<file path="src/design/assert_macros.svh">
// assertion macros used by the top-level design file
`ifndef ASSERT_MACROS_SVH
`define ASSERT_MACROS_SVH

`ifndef SYNTHESIS

// property must hold at every clock edge out of reset
`define ASSERT_PROP(lbl, clk, rst_n, prop) \
  lbl: assert property (@(posedge clk) disable iff (!rst_n) prop) \
    else $error("assertion failed");

// expression must never be true out of reset
`define ASSERT_NEVER(lbl, clk, rst_n, expr) \
  lbl: assert property (@(posedge clk) disable iff (!rst_n) !(expr)) \
    else $error("forbidden condition seen");

`else

`define ASSERT_PROP(lbl, clk, rst_n, prop)
`define ASSERT_NEVER(lbl, clk, rst_n, expr)

`endif

`endif

</file>
<file path="src/design/tcpsr_pkg.sv">
// types, constants and checksum helper for the tcp segment check block
`timescale 1ns / 1ps

package tcpsr_pkg;

  typedef enum logic [2:0] {
    VERD_HDR_ERR    = 3'd0,
    VERD_BAD_CKS    = 3'd1,
    VERD_RST_RCVD   = 3'd2,
    VERD_SUPPRESSED = 3'd3,
    VERD_SEND_RST   = 3'd4
  } verdict_t;

  localparam logic [7:0]  FLAG_FIN  = 8'h01;
  localparam logic [7:0]  FLAG_SYN  = 8'h02;
  localparam logic [7:0]  FLAG_RST  = 8'h04;
  localparam logic [7:0]  FLAG_ACK  = 8'h10;
  localparam logic [15:0] HDR_MIN   = 16'd20;
  localparam logic [15:0] PROTO_TCP = 16'd6;
  // data offset of 5 words in the reply header
  localparam logic [15:0] REPLY_OFF = 16'h5000;
  localparam int unsigned OUT_BYTES = 24;

  // ones-complement fold of a wide sum down to 16 bits
  function automatic logic [15:0] fold_sum(input logic [32:0] s);
    logic [17:0] a;
    logic [16:0] c;
    logic [16:0] d;
    a = {2'b00, s[15:0]} + {1'b0, s[32:16]};
    c = {1'b0, a[15:0]} + {15'd0, a[17:16]};
    d = {1'b0, c[15:0]} + {16'd0, c[16]};
    return d[15:0];
  endfunction

endpackage

</file>
<file path="src/design/tcp_segment_check_and_reset_reply.sv">
// top level: tcp segment check with closed-port reset reply generation
`timescale 1ns / 1ps
`include "assert_macros.svh"

// usage
// - in_* takes an ipv4 datagram carrying tcp, one byte per item, starting at
//   the ip header; in_tlast marks the final byte of the datagram
// - out_* carries exactly one item per datagram: the verdict and, for a
//   send-rst verdict, the reply header fields and reply checksum; the reply
//   fields are zero for every other verdict
// - throughput: one byte per cycle unless a stalled receiver holds the input side
//   (see below), with no gap needed between datagrams; once the last byte is
//   accepted, the result item reaches out_* through the input register, frame
//   snapshot, checksum and reply prep stage and output register, in that order
// - per-byte work is field capture by position and a 16-bit word add into
//   the running sum; the final checks run in the two stages after the snapshot
// - reset (rst_n low, synchronous) empties every stage and clears the
//   per-datagram state; the first byte after reset starts a new datagram
// - a stalled receiver holds the input side only once the output register,
//   the checks stage and the snapshot all hold results and another last byte
//   waits in the input register; ordinary bytes keep flowing until then
module tcp_segment_check_and_reset_reply (
  input  logic         clk,
  input  logic         rst_n,
  input  logic         in_tvalid,
  output logic         in_tready,
  input  logic [7:0]   in_tdata,    // [7:0] data_byte
  input  logic         in_tlast,    // last_byte
  output logic         out_tvalid,
  input  logic         out_tready,
  // [2:0] verdict, [34:3] reply_src_addr, [66:35] reply_dst_addr,
  // [82:67] reply_src_port, [98:83] reply_dst_port, [130:99] reply_seq,
  // [162:131] reply_ack, [170:163] reply_flags, [186:171] reply_checksum,
  // [191:187] zero
  output logic [tcpsr_pkg::OUT_BYTES*8-1:0] out_tdata
);

  // ---------------- input register ----------------
  logic        s0_v_r;
  logic [7:0]  s0_b_r;
  logic        s0_last_r;

  // ---------------- per-datagram state ----------------
  logic [15:0] pos_r,  pos_nxt;
  logic [5:0]  ihl_r,  ihl_nxt;
  logic [15:0] len_r,  len_nxt;
  logic [31:0] src_r,  src_nxt;
  logic [31:0] dst_r,  dst_nxt;
  logic [15:0] sport_r, sport_nxt;
  logic [15:0] dport_r, dport_nxt;
  logic [31:0] seq_r,  seq_nxt;
  logic [31:0] ack_r,  ack_nxt;
  logic [3:0]  hw_r,   hw_nxt;
  logic [7:0]  ctl_r,  ctl_nxt;
  logic [31:0] sum_r,  sum_nxt;
  logic [7:0]  held_r, held_nxt;

  // ---------------- frame snapshot (stage 1) ----------------
  logic        s1_v_r;
  logic [16:0] s1_count_r;
  logic [15:0] s1_total_r;
  logic [5:0]  s1_ihl_r;
  logic [3:0]  s1_hw_r;
  logic [7:0]  s1_ctl_r;
  logic [31:0] s1_sum_r;
  logic [7:0]  s1_held_r;
  logic [31:0] s1_src_r;
  logic [31:0] s1_dst_r;
  logic [15:0] s1_sport_r;
  logic [15:0] s1_dport_r;
  logic [31:0] s1_seq_r;
  logic [31:0] s1_ack_r;

  // ---------------- checks and reply prep (stage 2) ----------------
  logic        s2_v_r;
  logic        s2_hdr_err_r;
  logic [32:0] s2_cks_r;
  logic        s2_rst_in_r;
  logic        s2_unicast_r;
  logic [31:0] s2_rseq_r;
  logic [31:0] s2_rack_r;
  logic [7:0]  s2_rflags_r;
  logic [31:0] s2_src_r;
  logic [31:0] s2_dst_r;
  logic [15:0] s2_sport_r;
  logic [15:0] s2_dport_r;
  logic [19:0] s2_rpart_r;

  // ---------------- output register ----------------
  logic                 out_v_r;
  tcpsr_pkg::verdict_t  out_verdict_r;
  logic [31:0]          out_src_addr_r;
  logic [31:0]          out_dst_addr_r;
  logic [15:0]          out_src_port_r;
  logic [15:0]          out_dst_port_r;
  logic [31:0]          out_seq_r;
  logic [31:0]          out_ack_r;
  logic [7:0]           out_flags_r;
  logic [15:0]          out_cks_r;

  // ---------------- flow control ----------------
  logic out_ready;
  logic s2_go;
  logic s1_go;
  logic s0_done;
  logic in_acc;

  assign out_ready = !out_v_r || out_tready;
  assign s2_go     = !s2_v_r || out_ready;
  assign s1_go     = !s1_v_r || s2_go;
  // a non-last byte always completes; a last byte needs room in the snapshot
  assign s0_done   = s0_v_r && (!s0_last_r || s1_go);
  assign in_tready = !s0_v_r || s0_done;
  assign in_acc    = in_tvalid && in_tready;

  always_ff @(posedge clk) begin
    if (!rst_n) begin
      s0_v_r <= 1'b0;
    end else if (in_acc) begin
      s0_v_r <= 1'b1;
    end else if (s0_done) begin
      s0_v_r <= 1'b0;
    end
  end

  always_ff @(posedge clk) begin
    if (in_acc) begin
      s0_b_r    <= in_tdata;
      s0_last_r <= in_tlast;
    end
  end

  // ---------------- per-byte capture and running sum ----------------
  logic [5:0]  ihl_eff;
  logic        in_seg;
  logic [15:0] rel;

  always_comb begin
    ihl_eff   = (pos_r == 16'd0) ? {s0_b_r[3:0], 2'b00} : ihl_r;
    ihl_nxt   = ihl_eff;
    len_nxt   = len_r;
    src_nxt   = src_r;
    dst_nxt   = dst_r;
    sport_nxt = sport_r;
    dport_nxt = dport_r;
    seq_nxt   = seq_r;
    ack_nxt   = ack_r;
    hw_nxt    = hw_r;
    ctl_nxt   = ctl_r;
    sum_nxt   = sum_r;
    held_nxt  = held_r;

    if (pos_r == 16'd2) begin
      len_nxt = {s0_b_r, len_r[7:0]};
    end
    if (pos_r == 16'd3) begin
      len_nxt = {len_r[15:8], s0_b_r};
    end
    if (pos_r inside {[16'd12:16'd15]}) begin
      src_nxt = {src_r[23:0], s0_b_r};
    end
    if (pos_r inside {[16'd16:16'd19]}) begin
      dst_nxt = {dst_r[23:0], s0_b_r};
    end

    // bytes from the tcp header on, up to the ip total length
    in_seg = (pos_r >= {10'd0, ihl_eff}) && (pos_r < 16'd4 || pos_r < len_r);
    rel    = pos_r - {10'd0, ihl_eff};
    if (in_seg) begin
      if (rel < 16'd2) begin
        sport_nxt = {sport_r[7:0], s0_b_r};
      end else if (rel < 16'd4) begin
        dport_nxt = {dport_r[7:0], s0_b_r};
      end else if (rel < 16'd8) begin
        seq_nxt = {seq_r[23:0], s0_b_r};
      end else if (rel < 16'd12) begin
        ack_nxt = {ack_r[23:0], s0_b_r};
      end else if (rel == 16'd12) begin
        hw_nxt = s0_b_r[7:4];
      end else if (rel == 16'd13) begin
        ctl_nxt = s0_b_r;
      end
      if (!rel[0]) begin
        held_nxt = s0_b_r;
      end else begin
        sum_nxt = sum_r + {16'd0, held_r, s0_b_r};
      end
    end

    // position saturates so later bytes fall past any total length
    pos_nxt = (pos_r == 16'hFFFF) ? pos_r : pos_r + 16'd1;
  end

  always_ff @(posedge clk) begin
    if (!rst_n || (s0_done && s0_last_r)) begin
      pos_r   <= '0;
      ihl_r   <= '0;
      len_r   <= '0;
      src_r   <= '0;
      dst_r   <= '0;
      sport_r <= '0;
      dport_r <= '0;
      seq_r   <= '0;
      ack_r   <= '0;
      hw_r    <= '0;
      ctl_r   <= '0;
      sum_r   <= '0;
      held_r  <= '0;
    end else if (s0_done) begin
      pos_r   <= pos_nxt;
      ihl_r   <= ihl_nxt;
      len_r   <= len_nxt;
      src_r   <= src_nxt;
      dst_r   <= dst_nxt;
      sport_r <= sport_nxt;
      dport_r <= dport_nxt;
      seq_r   <= seq_nxt;
      ack_r   <= ack_nxt;
      hw_r    <= hw_nxt;
      ctl_r   <= ctl_nxt;
      sum_r   <= sum_nxt;
      held_r  <= held_nxt;
    end
  end

  // ---------------- stage 1: snapshot of the finished datagram ----------------
  logic s1_load;
  assign s1_load = s0_done && s0_last_r;

  always_ff @(posedge clk) begin
    if (!rst_n) begin
      s1_v_r <= 1'b0;
    end else if (s1_load) begin
      s1_v_r <= 1'b1;
    end else if (s2_go) begin
      s1_v_r <= 1'b0;
    end
  end

  always_ff @(posedge clk) begin
    if (s1_load) begin
      s1_count_r <= {1'b0, pos_r} + 17'd1;
      s1_total_r <= len_nxt;
      s1_ihl_r   <= ihl_nxt;
      s1_hw_r    <= hw_nxt;
      s1_ctl_r   <= ctl_nxt;
      s1_sum_r   <= sum_nxt;
      s1_held_r  <= held_nxt;
      s1_src_r   <= src_nxt;
      s1_dst_r   <= dst_nxt;
      s1_sport_r <= sport_nxt;
      s1_dport_r <= dport_nxt;
      s1_seq_r   <= seq_nxt;
      s1_ack_r   <= ack_nxt;
    end
  end

  // ---------------- stage 2: length checks, checksum sum, reply fields ----------------
  logic        tot_ge;
  logic [15:0] tcpseg;
  logic [15:0] thoff;
  logic [15:0] dlen;
  logic        hdr_err;
  logic [32:0] cks_sum;
  logic        ack_set;
  logic [31:0] rseq;
  logic [31:0] rack;
  logic [7:0]  rflags;
  logic        unicast;
  logic [19:0] rpart;

  always_comb begin
    tot_ge  = s1_total_r >= {10'd0, s1_ihl_r};
    tcpseg  = tot_ge ? (s1_total_r - {10'd0, s1_ihl_r}) : 16'd0;
    thoff   = {10'd0, s1_hw_r, 2'b00};
    dlen    = tcpseg - thoff;
    hdr_err = (s1_count_r < {1'b0, tcpsr_pkg::HDR_MIN}) || (s1_count_r < {1'b0, s1_total_r})
           || !tot_ge || (tcpseg < tcpsr_pkg::HDR_MIN) || (thoff < tcpsr_pkg::HDR_MIN)
           || (thoff > tcpseg);

    // pseudo-header plus segment; odd segment pads the held byte with zero
    cks_sum = {1'b0, s1_sum_r}
            + (tcpseg[0] ? {17'd0, s1_held_r, 8'd0} : 33'd0)
            + {17'd0, s1_src_r[31:16]} + {17'd0, s1_src_r[15:0]}
            + {17'd0, s1_dst_r[31:16]} + {17'd0, s1_dst_r[15:0]}
            + {17'd0, tcpsr_pkg::PROTO_TCP} + {17'd0, tcpseg};

    ack_set = (s1_ctl_r & tcpsr_pkg::FLAG_ACK) != 8'd0;
    if (ack_set) begin
      rseq   = s1_ack_r;
      rack   = 32'd0;
      rflags = tcpsr_pkg::FLAG_RST;
    end else begin
      rseq   = 32'd0;
      rack   = s1_seq_r + {16'd0, dlen}
             + {31'd0, (s1_ctl_r & tcpsr_pkg::FLAG_SYN) != 8'd0}
             + {31'd0, (s1_ctl_r & tcpsr_pkg::FLAG_FIN) != 8'd0};
      rflags = tcpsr_pkg::FLAG_RST | tcpsr_pkg::FLAG_ACK;
    end

    // broadcast, zero and class d sources get no reply
    unicast = (s1_src_r != 32'd0) && (s1_src_r != 32'hFFFF_FFFF)
           && (s1_src_r[31:28] != 4'hE);

    // reply pseudo-header and port words
    rpart = {4'd0, s1_dst_r[31:16]} + {4'd0, s1_dst_r[15:0]}
          + {4'd0, s1_src_r[31:16]} + {4'd0, s1_src_r[15:0]}
          + {4'd0, tcpsr_pkg::PROTO_TCP + tcpsr_pkg::HDR_MIN}
          + {4'd0, s1_dport_r} + {4'd0, s1_sport_r};
  end

  always_ff @(posedge clk) begin
    if (!rst_n) begin
      s2_v_r <= 1'b0;
    end else if (s2_go) begin
      s2_v_r <= s1_v_r;
    end
  end

  always_ff @(posedge clk) begin
    if (s2_go && s1_v_r) begin
      s2_hdr_err_r <= hdr_err;
      s2_cks_r     <= cks_sum;
      s2_rst_in_r  <= (s1_ctl_r & tcpsr_pkg::FLAG_RST) != 8'd0;
      s2_unicast_r <= unicast;
      s2_rseq_r    <= rseq;
      s2_rack_r    <= rack;
      s2_rflags_r  <= rflags;
      s2_src_r     <= s1_src_r;
      s2_dst_r     <= s1_dst_r;
      s2_sport_r   <= s1_sport_r;
      s2_dport_r   <= s1_dport_r;
      s2_rpart_r   <= rpart;
    end
  end

  // ---------------- stage 3: verdict and reply checksum ----------------
  tcpsr_pkg::verdict_t verdict;
  logic [19:0]         rsum;
  logic [15:0]         rcks;

  always_comb begin
    if (s2_hdr_err_r) begin
      verdict = tcpsr_pkg::VERD_HDR_ERR;
    end else if (tcpsr_pkg::fold_sum(s2_cks_r) != 16'hFFFF) begin
      verdict = tcpsr_pkg::VERD_BAD_CKS;
    end else if (s2_rst_in_r) begin
      verdict = tcpsr_pkg::VERD_RST_RCVD;
    end else if (!s2_unicast_r) begin
      verdict = tcpsr_pkg::VERD_SUPPRESSED;
    end else begin
      verdict = tcpsr_pkg::VERD_SEND_RST;
    end

    rsum = s2_rpart_r
         + {4'd0, s2_rseq_r[31:16]} + {4'd0, s2_rseq_r[15:0]}
         + {4'd0, s2_rack_r[31:16]} + {4'd0, s2_rack_r[15:0]}
         + {4'd0, tcpsr_pkg::REPLY_OFF | {8'd0, s2_rflags_r}};
    rcks = ~tcpsr_pkg::fold_sum({13'd0, rsum});
  end

  always_ff @(posedge clk) begin
    if (!rst_n) begin
      out_v_r <= 1'b0;
    end else if (out_ready) begin
      out_v_r <= s2_v_r;
    end
  end

  always_ff @(posedge clk) begin
    if (out_ready && s2_v_r) begin
      out_verdict_r <= verdict;
      if (verdict == tcpsr_pkg::VERD_SEND_RST) begin
        out_src_addr_r <= s2_dst_r;
        out_dst_addr_r <= s2_src_r;
        out_src_port_r <= s2_dport_r;
        out_dst_port_r <= s2_sport_r;
        out_seq_r      <= s2_rseq_r;
        out_ack_r      <= s2_rack_r;
        out_flags_r    <= s2_rflags_r;
        out_cks_r      <= rcks;
      end else begin
        out_src_addr_r <= '0;
        out_dst_addr_r <= '0;
        out_src_port_r <= '0;
        out_dst_port_r <= '0;
        out_seq_r      <= '0;
        out_ack_r      <= '0;
        out_flags_r    <= '0;
        out_cks_r      <= '0;
      end
    end
  end

  assign out_tvalid = out_v_r;
  assign out_tdata  = {5'd0, out_cks_r, out_flags_r, out_ack_r, out_seq_r,
                       out_dst_port_r, out_src_port_r, out_dst_addr_r,
                       out_src_addr_r, out_verdict_r};

  // ---------------- assertions ----------------
  `ASSERT_PROP(a_reply_zero_unless_send, clk, rst_n,
    (out_v_r && out_verdict_r != tcpsr_pkg::VERD_SEND_RST) |-> (out_flags_r == 8'd0 && out_cks_r == 16'd0 && out_seq_r == 32'd0 && out_ack_r == 32'd0))
  `ASSERT_PROP(a_send_flags_legal, clk, rst_n,
    (out_v_r && out_verdict_r == tcpsr_pkg::VERD_SEND_RST) |-> (out_flags_r == tcpsr_pkg::FLAG_RST || out_flags_r == (tcpsr_pkg::FLAG_RST | tcpsr_pkg::FLAG_ACK)))
  `ASSERT_PROP(a_state_clear_after_last, clk, rst_n,
    (s0_done && s0_last_r) |=> (pos_r == 16'd0 && sum_r == 32'd0 && ihl_r == 6'd0))
  `ASSERT_NEVER(a_snapshot_overrun, clk, rst_n, s1_load && s1_v_r && !s2_go)

endmodule
</file>
<file path="config.mk">
export PLATFORM = sky130hd
export DESIGN_NAME = tcp_segment_check_and_reset_reply
export DESIGN_NICKNAME = d
export VERILOG_FILES = /design/src/design/tcpsr_pkg.sv /design/src/design/tcp_segment_check_and_reset_reply.sv
export VERILOG_INCLUDE_DIRS = /design/src /design/src/design
export SDC_FILE = /design/constraint.sdc
export NUM_CORES = 2
export LEC_CHECK = 0
export BUFFER_PORTS_ARGS = -buffer_cell sky130_fd_sc_hd__buf_2
export CORE_UTILIZATION = 50
export CTS_BUF_LIST = sky130_fd_sc_hd__clkbuf_8
export DETAILED_ROUTE_END_ITERATION = 8
export PLACE_DENSITY = 0.74
export SKIP_CTS_REPAIR_TIMING = 1
export SLEW_MARGIN = 20
export SYNTH_ARGS = -nofsm -noshare
export SYNTH_HDL_FRONTEND = slang
export SYNTH_SLANG_ARGS = --single-unit
</file>
<file path="constraint.sdc">
create_clock -name clk -period 27.4 [get_ports clk]
set_input_delay 5.48 -clock clk [delete_from_list [all_inputs] [get_ports clk]]
set_output_delay 5.48 -clock clk [all_outputs]
set_load 0.05 [all_outputs]
</file>
**Word-level counts from Yosys, hierarchy flattened**

Cells that the tools add are included.

- Output and inout bits: 194
- Bits in registers: 922
- Word-level logic and storage cells: 195
- Input bits: 13

- Equality and inequality tests: 9
- Muxes and demuxes: 47
- Order comparisons: 17
- Bitwise operators: 2
- Reductions and logical operators: 34
- Add/subtract/negate cells: 33

Operators with widths:

| kind | number |
|---|---|
| two-way mux 32 bit | 13 |
| adder 33 x 16 -> 33 bit | 5 |
| two-way mux 16 bit | 9 |
| adder 20 x 16 -> 20 bit | 6 |
| two-way mux 8 bit | 9 |
| adder 32 x 1 -> 32 bit | 2 |
| adder 32 x 16 -> 32 bit | 2 |
| subtractor 16 x 6 -> 16 bit | 3 |
| adder 32 x 16 -> 33 bit | 1 |
| adder 33 x 3 -> 33 bit, second input constant | 1 |
| adder 16 x 1 -> 16 bit | 2 |
| == test 16 x 2 -> 1 bit, second input constant | 2 |
| == test 16 x 4 -> 1 bit, second input constant | 2 |
| >= comparator 16 x 6 -> 1 bit | 2 |
| < comparator 16 x 3 -> 1 bit, second input constant | 2 |
| < comparator 16 x 4 -> 1 bit, second input constant | 2 |
| != test 32 bit, second input constant | 1 |
| nonzero test 32 bit | 1 |
| two-way mux 4 bit | 6 |
| adder 19 x 5 -> 20 bit, second input constant | 1 |
| adder 20 x 15 -> 20 bit | 1 |
| adder 18 x 16 -> 19 bit | 1 |
| adder 16 x 17 -> 18 bit | 1 |
| adder 17 x 16 -> 18 bit | 1 |
| 33 further kinds | 66 |

**Longest topological paths before layout**

- Depth in word-level cells: 11
- Mapped depth: 44
- Depth with buffers taken out: 43

**Least setup slack after synthesis**

OpenSTA, ideal clock, no wires.

- Path kind: input to register
- From: in out_tready
- To: reg s2_cks_r[0], enable pin
- Setup time: 0.821 ns
- Path slack: 11.330 ns
- Cell stages on the path: 3
- Path buffers: 0
- Arrival time: 15.249 ns
- Required time: 26.579 ns
- Cell sequence: nor2b_1 and2_1 nor2b_1

- Cells in the longest elaborated chain, start to end: 3

RTL lines:

| element | RTL line | RTL |
|---|---|---|
| start: declaration | tcp_segment_check_and_reset_reply.sv:30 | `input logic out_tready,` |
| logical OR 1 bit | tcp_segment_check_and_reset_reply.sv:108 | `assign out_ready = !out_v_r \|\| out_tready;` |
| logical OR 1 bit | tcp_segment_check_and_reset_reply.sv:109 | `assign s2_go = !s2_v_r \|\| out_ready;` |
| logical AND 1 bit | tcp_segment_check_and_reset_reply.sv:321 | `if (s2_go && s1_v_r) begin` |
| end signal: assignment | tcp_segment_check_and_reset_reply.sv:323 | `s2_cks_r <= cks_sum;` |
| end: declaration | tcp_segment_check_and_reset_reply.sv:77 | `logic [32:0] s2_cks_r;` |

No other way between the ends.
A chain may end at the register's enable or synchronous reset.

**Worst setup path after layout**

- From: in out_tready
- To: out in_tready

- Cells in the longest elaborated chain, start to end: 6

RTL lines:

| element | RTL line | RTL |
|---|---|---|
| logical OR 1 bit | tcp_segment_check_and_reset_reply.sv:108 |  |
| logical OR 1 bit | tcp_segment_check_and_reset_reply.sv:109 |  |
| logical OR 1 bit | tcp_segment_check_and_reset_reply.sv:110 | `assign s1_go = !s1_v_r \|\| s2_go;` |
| logical OR 1 bit | tcp_segment_check_and_reset_reply.sv:112 | `assign s0_done = s0_v_r && (!s0_last_r \|\| s1_go);` |
| logical AND 1 bit | tcp_segment_check_and_reset_reply.sv:112 |  |
| logical OR 1 bit | tcp_segment_check_and_reset_reply.sv:113 | `assign in_tready = !s0_v_r \|\| s0_done;` |
| end: declaration | tcp_segment_check_and_reset_reply.sv:26 | `output logic in_tready,` |

No other way between the ends.

==> results by stage <==
Outcome:
- The run finished with clean final reports.

Die:
- In this run the standard cell core region covers 92400 um^2.
- The die is 308 um tall.
- The initial utilization of the core area, before any placement, comes to 0.508.
- The die covers 95100 um^2.
- In this run the horizontal extent of the chip is 308 um.
- The site row count is 111.
- The I/O pin count is 207.

Route:
- In the detailed route, the total length drawn on met3 is 6910 um.
- The final layout contains routed wiring with a total length of 111000 um.
- The number of violations reported at the end of detailed-routing iteration 0 is 2575.
- The number of vias after detailed routing is 30.1k.
- The top routing layer in use is met4.
- Before antenna repair, the detailed router went through 5 iterations.
- For this run, design rule violations remaining after detail routing come to 0.
- After detailed routing, the number of vias per cell comes to 5.35.
- In the final routed layout, each cell accounts on average for 19.7 um.
- The wire length on met1 is 46100 um.
- The wire length on met2 is 53100 um.
- In this run the remaining antenna-violating nets after routing total 0.

GRT:
- The number of antenna violations at the first check in global routing is 2.
- The global-route wire length before repair is 168000 um.
- The final global-route overflow total is 0.
- The aggregate global-route resource usage is 0.234.
- Entering global routing, the biggest net connects 161 pins.
- The via count of the first global-routing pass is 29.4k.

STA:
- After routing, the total negative slack on setup checks comes to 0 ps.
- The worst-margin pin slew is 1120 ps.
- The final hold violation count is 0.
- The share of the clock period used by the worst path after layout is 0.439.
- Setup repair after global routing left no endpoint under its margin.
- The clock period minus final worst setup slack is 12040 ps.
- Across the routed clock network, the largest skew measured is 58.8 ps.
- In this run the tightest slew margin relative to its limit is 0.255.
- Based on the critical path, the design can be clocked at up to 83.1 MHz.
- Setup violations remaining at the end of the flow were counted as 0.
- The number of max-slew violations in the final report is 0.

Setup path:
- The critical path goes through buf_2, nor2b_1, and2_1, nand4_1, buf_2.
- The slowest stage of the critical path belongs to the cell sky130_fd_sc_hd__and2_1.
- The worst setup path is captured at an output pin.
- At the worst endpoint, the required time is 21920 ps.
- The maximum cell stage delay along the critical path is 320 ps.
- The arrival time at the worst endpoint is 6560 ps.
- The cell that appears most often on the critical path is sky130_fd_sc_hd__buf_2.
- The critical path start-end classification is input port to output pin.
- In this run the worst path has a maximum fanout of 5.
- STA classifies the critical path startpoint as an input port.

Synth:
- For this run, the leading register cell type out of synthesis is sky130_fd_sc_hd__edfxtp_1.
- Summing every instance area after synthesis gives 46900 um^2.
- The leading cell type by number of instances after synthesis is sky130_fd_sc_hd__edfxtp_1.
- Of the total synthesized cell area, the portion taken by full adders, half adders and majority gates is 0.142.
- The commonest cells after synthesis are sky130_fd_sc_hd__edfxtp_1, sky130_fd_sc_hd__inv_1, sky130_fd_sc_hd__nand2_1.
- Synthesis produced a netlist whose cell count is 4009.
- In this run, synthesis produced a sequential element count of 903.
- Yosys mapped a number of flops with a built-in enable equal to 653.
- The mux share of post-synthesis cell area is 0.0562.
- Sorting the synthesized cells by area gives the leading types as sky130_fd_sc_hd__edfxtp_1, sky130_fd_sc_hd__dfxtp_1, sky130_fd_sc_hd__fa_1, sky130_fd_sc_hd__ha_1, sky130_fd_sc_hd__mux2_2.
- The number of distinct library cells after synthesis is 92.
- The top cell type's share of synthesized area is 0.418.
- The main combinational cell family by area after synthesis is adder cells.
- The total of warnings raised by yosys is 0.
- The biggest area contributor in the post-synthesis netlist is sky130_fd_sc_hd__edfxtp_1.
- The synthesized-area fraction occupied by ao, oa, aoi and oai cells is 0.0639.
- The post-synthesis share of cell area spent on and, or, nand and nor gates is 0.130.
- After synthesis, the share of flip-flops with an asynchronous set or reset is 0.
- Of the total synthesized cell area, the portion taken by XOR and XNOR cells is 0.0388.
- The synthesized area per cell is 11.7 um^2.
- The sequential element share of the synthesized area is 0.525.

Placement:
- Summing all placed instances gives a cell area of 49200 um^2.
- The HPWL after detailed placement is 79100 um.
- At the end of routability-driven placement, the weighted congestion stood at 0.921.
- The count of port buffers added during placement is 195.

Power:
- The post-route total power is 0.00329 W.
- In this run the static leakage power is 21.6 nW.
- The worst IR drop on VDD is 0.0409 mV.
- In this run the power density over the cells is 63.2 nW/um^2.

CTS:
- The H-tree was split into 4 levels.
- The CTS tree is done.
- After clock tree synthesis, the clock-pin slew on the worst setup and hold paths is 70 ps.
- Counting along the longest clock path gives a buffer depth of 3.
- The clock root buffer master is sky130_fd_sc_hd__clkbuf_8.
- The number of CTS-inserted buffers is 145.
- The source-to-sink clock delay at the later pin of the worst-skew pair is 840 ps.
- The clock net in this run drives a total of 903 sinks.

Final layout:
- From synthesis to final layout, the design area changed by 11.1%.
- The share of cells above drive strength 1 is 0.155.
- The number of inserted filler cells in the final layout is 7572.
- The flip-flop count of the largest register after layout is 33.
- The final net count is 4684.
- More flip-flops sit in one register than any other, and that register is s2_cks_r.
- The final instance area is 52100 um^2.

Run:
- Across the run, the number of max-cap violations was 0.

Hold path:
- The class of the tightest hold or removal check is flip-flop to flip-flop.
==> placed cells by master (no fill, tap or decap), types with 51 or more instances in the layout <==
cell type,Yosys,final
sky130_fd_sc_hd__a21oi_1,210,210
sky130_fd_sc_hd__and2_1,223,222
sky130_fd_sc_hd__buf_2,21,195
sky130_fd_sc_hd__clkbuf_8,0,162
sky130_fd_sc_hd__dfxtp_1,250,250
sky130_fd_sc_hd__edfxtp_1,653,653
sky130_fd_sc_hd__fa_1,192,192
sky130_fd_sc_hd__ha_1,226,226
sky130_fd_sc_hd__inv_1,383,439
sky130_fd_sc_hd__mux2_2,189,189
sky130_fd_sc_hd__mux2i_1,51,51
sky130_fd_sc_hd__nand2_1,348,346
sky130_fd_sc_hd__nand3_1,61,61
sky130_fd_sc_hd__nor2_1,292,291
sky130_fd_sc_hd__nor3_1,78,77
sky130_fd_sc_hd__o21ai_0,74,74
sky130_fd_sc_hd__xnor2_1,114,114
sky130_fd_sc_hd__xor2_1,90,90
==> logic make-up after synthesis <==
| logic type | count (synthesis) |
|---|---|
| other | 1 |
| AND/OR/NAND/NOR | 1232 |
| adder cells (fa/ha/maj) | 419 |
| AO/OA/AOI/OAI | 478 |
| multiplexers | 240 |
| XOR/XNOR | 206 |
| flip-flops | 903 |
| buffers and inverters | 530 |
==> per-stage QoR <==
stage / std cells / worst slack (ps) / util / hold WS [ps]
floorplan: 4019 / 11330 / - / 400
global placement: 5347 / 15400 / 0.533 / 404
detailed placement: 5347 / 15350 / 0.533 / 408
CTS: 5615 / 15360 / 0.564 / 424
global route: 5622 / 15300 / 0.564 / 428
finish: 5622 / 15360 / 0.564 / 424
==> per-layer routing <==
metal / vias up / global-route usage
met5: - / 0
met4: 0 / 0.102
met3: 218 / 0.0439
met2: 939 / 0.388
met1: 14600 / 0.298
li1: 14300 / -
==> where the power goes <==
group | internal, W | leakage (nW) | total, W | switching, W
Clock | 0.000580 | 1.65 | 0.00113 | 0.000551
Combinational | 0.000247 | 11.4 | 0.000647 | 0.000400
Sequential | 0.00150 | 8.49 | 0.00152 | 0.0000181
==> worst max-delay path: cells and delay by family <==
family / cells / cell delay, ps
and+or+nand+nor: 3 / 750
buffers and inverters: 2 / 330
==> area by class of cell <==
| class | instances | area (um^2) | share of cell area |
|---|---|---|---|
| Antenna cell | 5 | 12.5 | 0.000240 |
| Clock buffer | 162 | 2230 | 0.0428 |
| Clock inverter | 106 | 619 | 0.0119 |
| Inverter | 383 | 1450 | 0.0277 |
| Multi-Input combinational cell | 2586 | 20300 | 0.390 |
| Sequential cell | 903 | 24600 | 0.472 |
| Tap cell | 1243 | 1560 | 0.0298 |
| Timing Repair Buffer | 234 | 1310 | 0.0250 |
==> path summary, 6_finish.rpt <==
check	from	to	slack [ps]	depth (start not counted)
worst max-delay path	out_tready	in_tready	15360	5
worst min-delay path	s1_ctl_r[2]	s2_rst_in_r	420	0
worst max register to register	s2_rseq_r[3]	out_cks_r[9]	17500	42
worst min register to register	s1_ctl_r[2]	s2_rst_in_r	420	0
No activity file was read; power rests on OpenSTA's default activity.
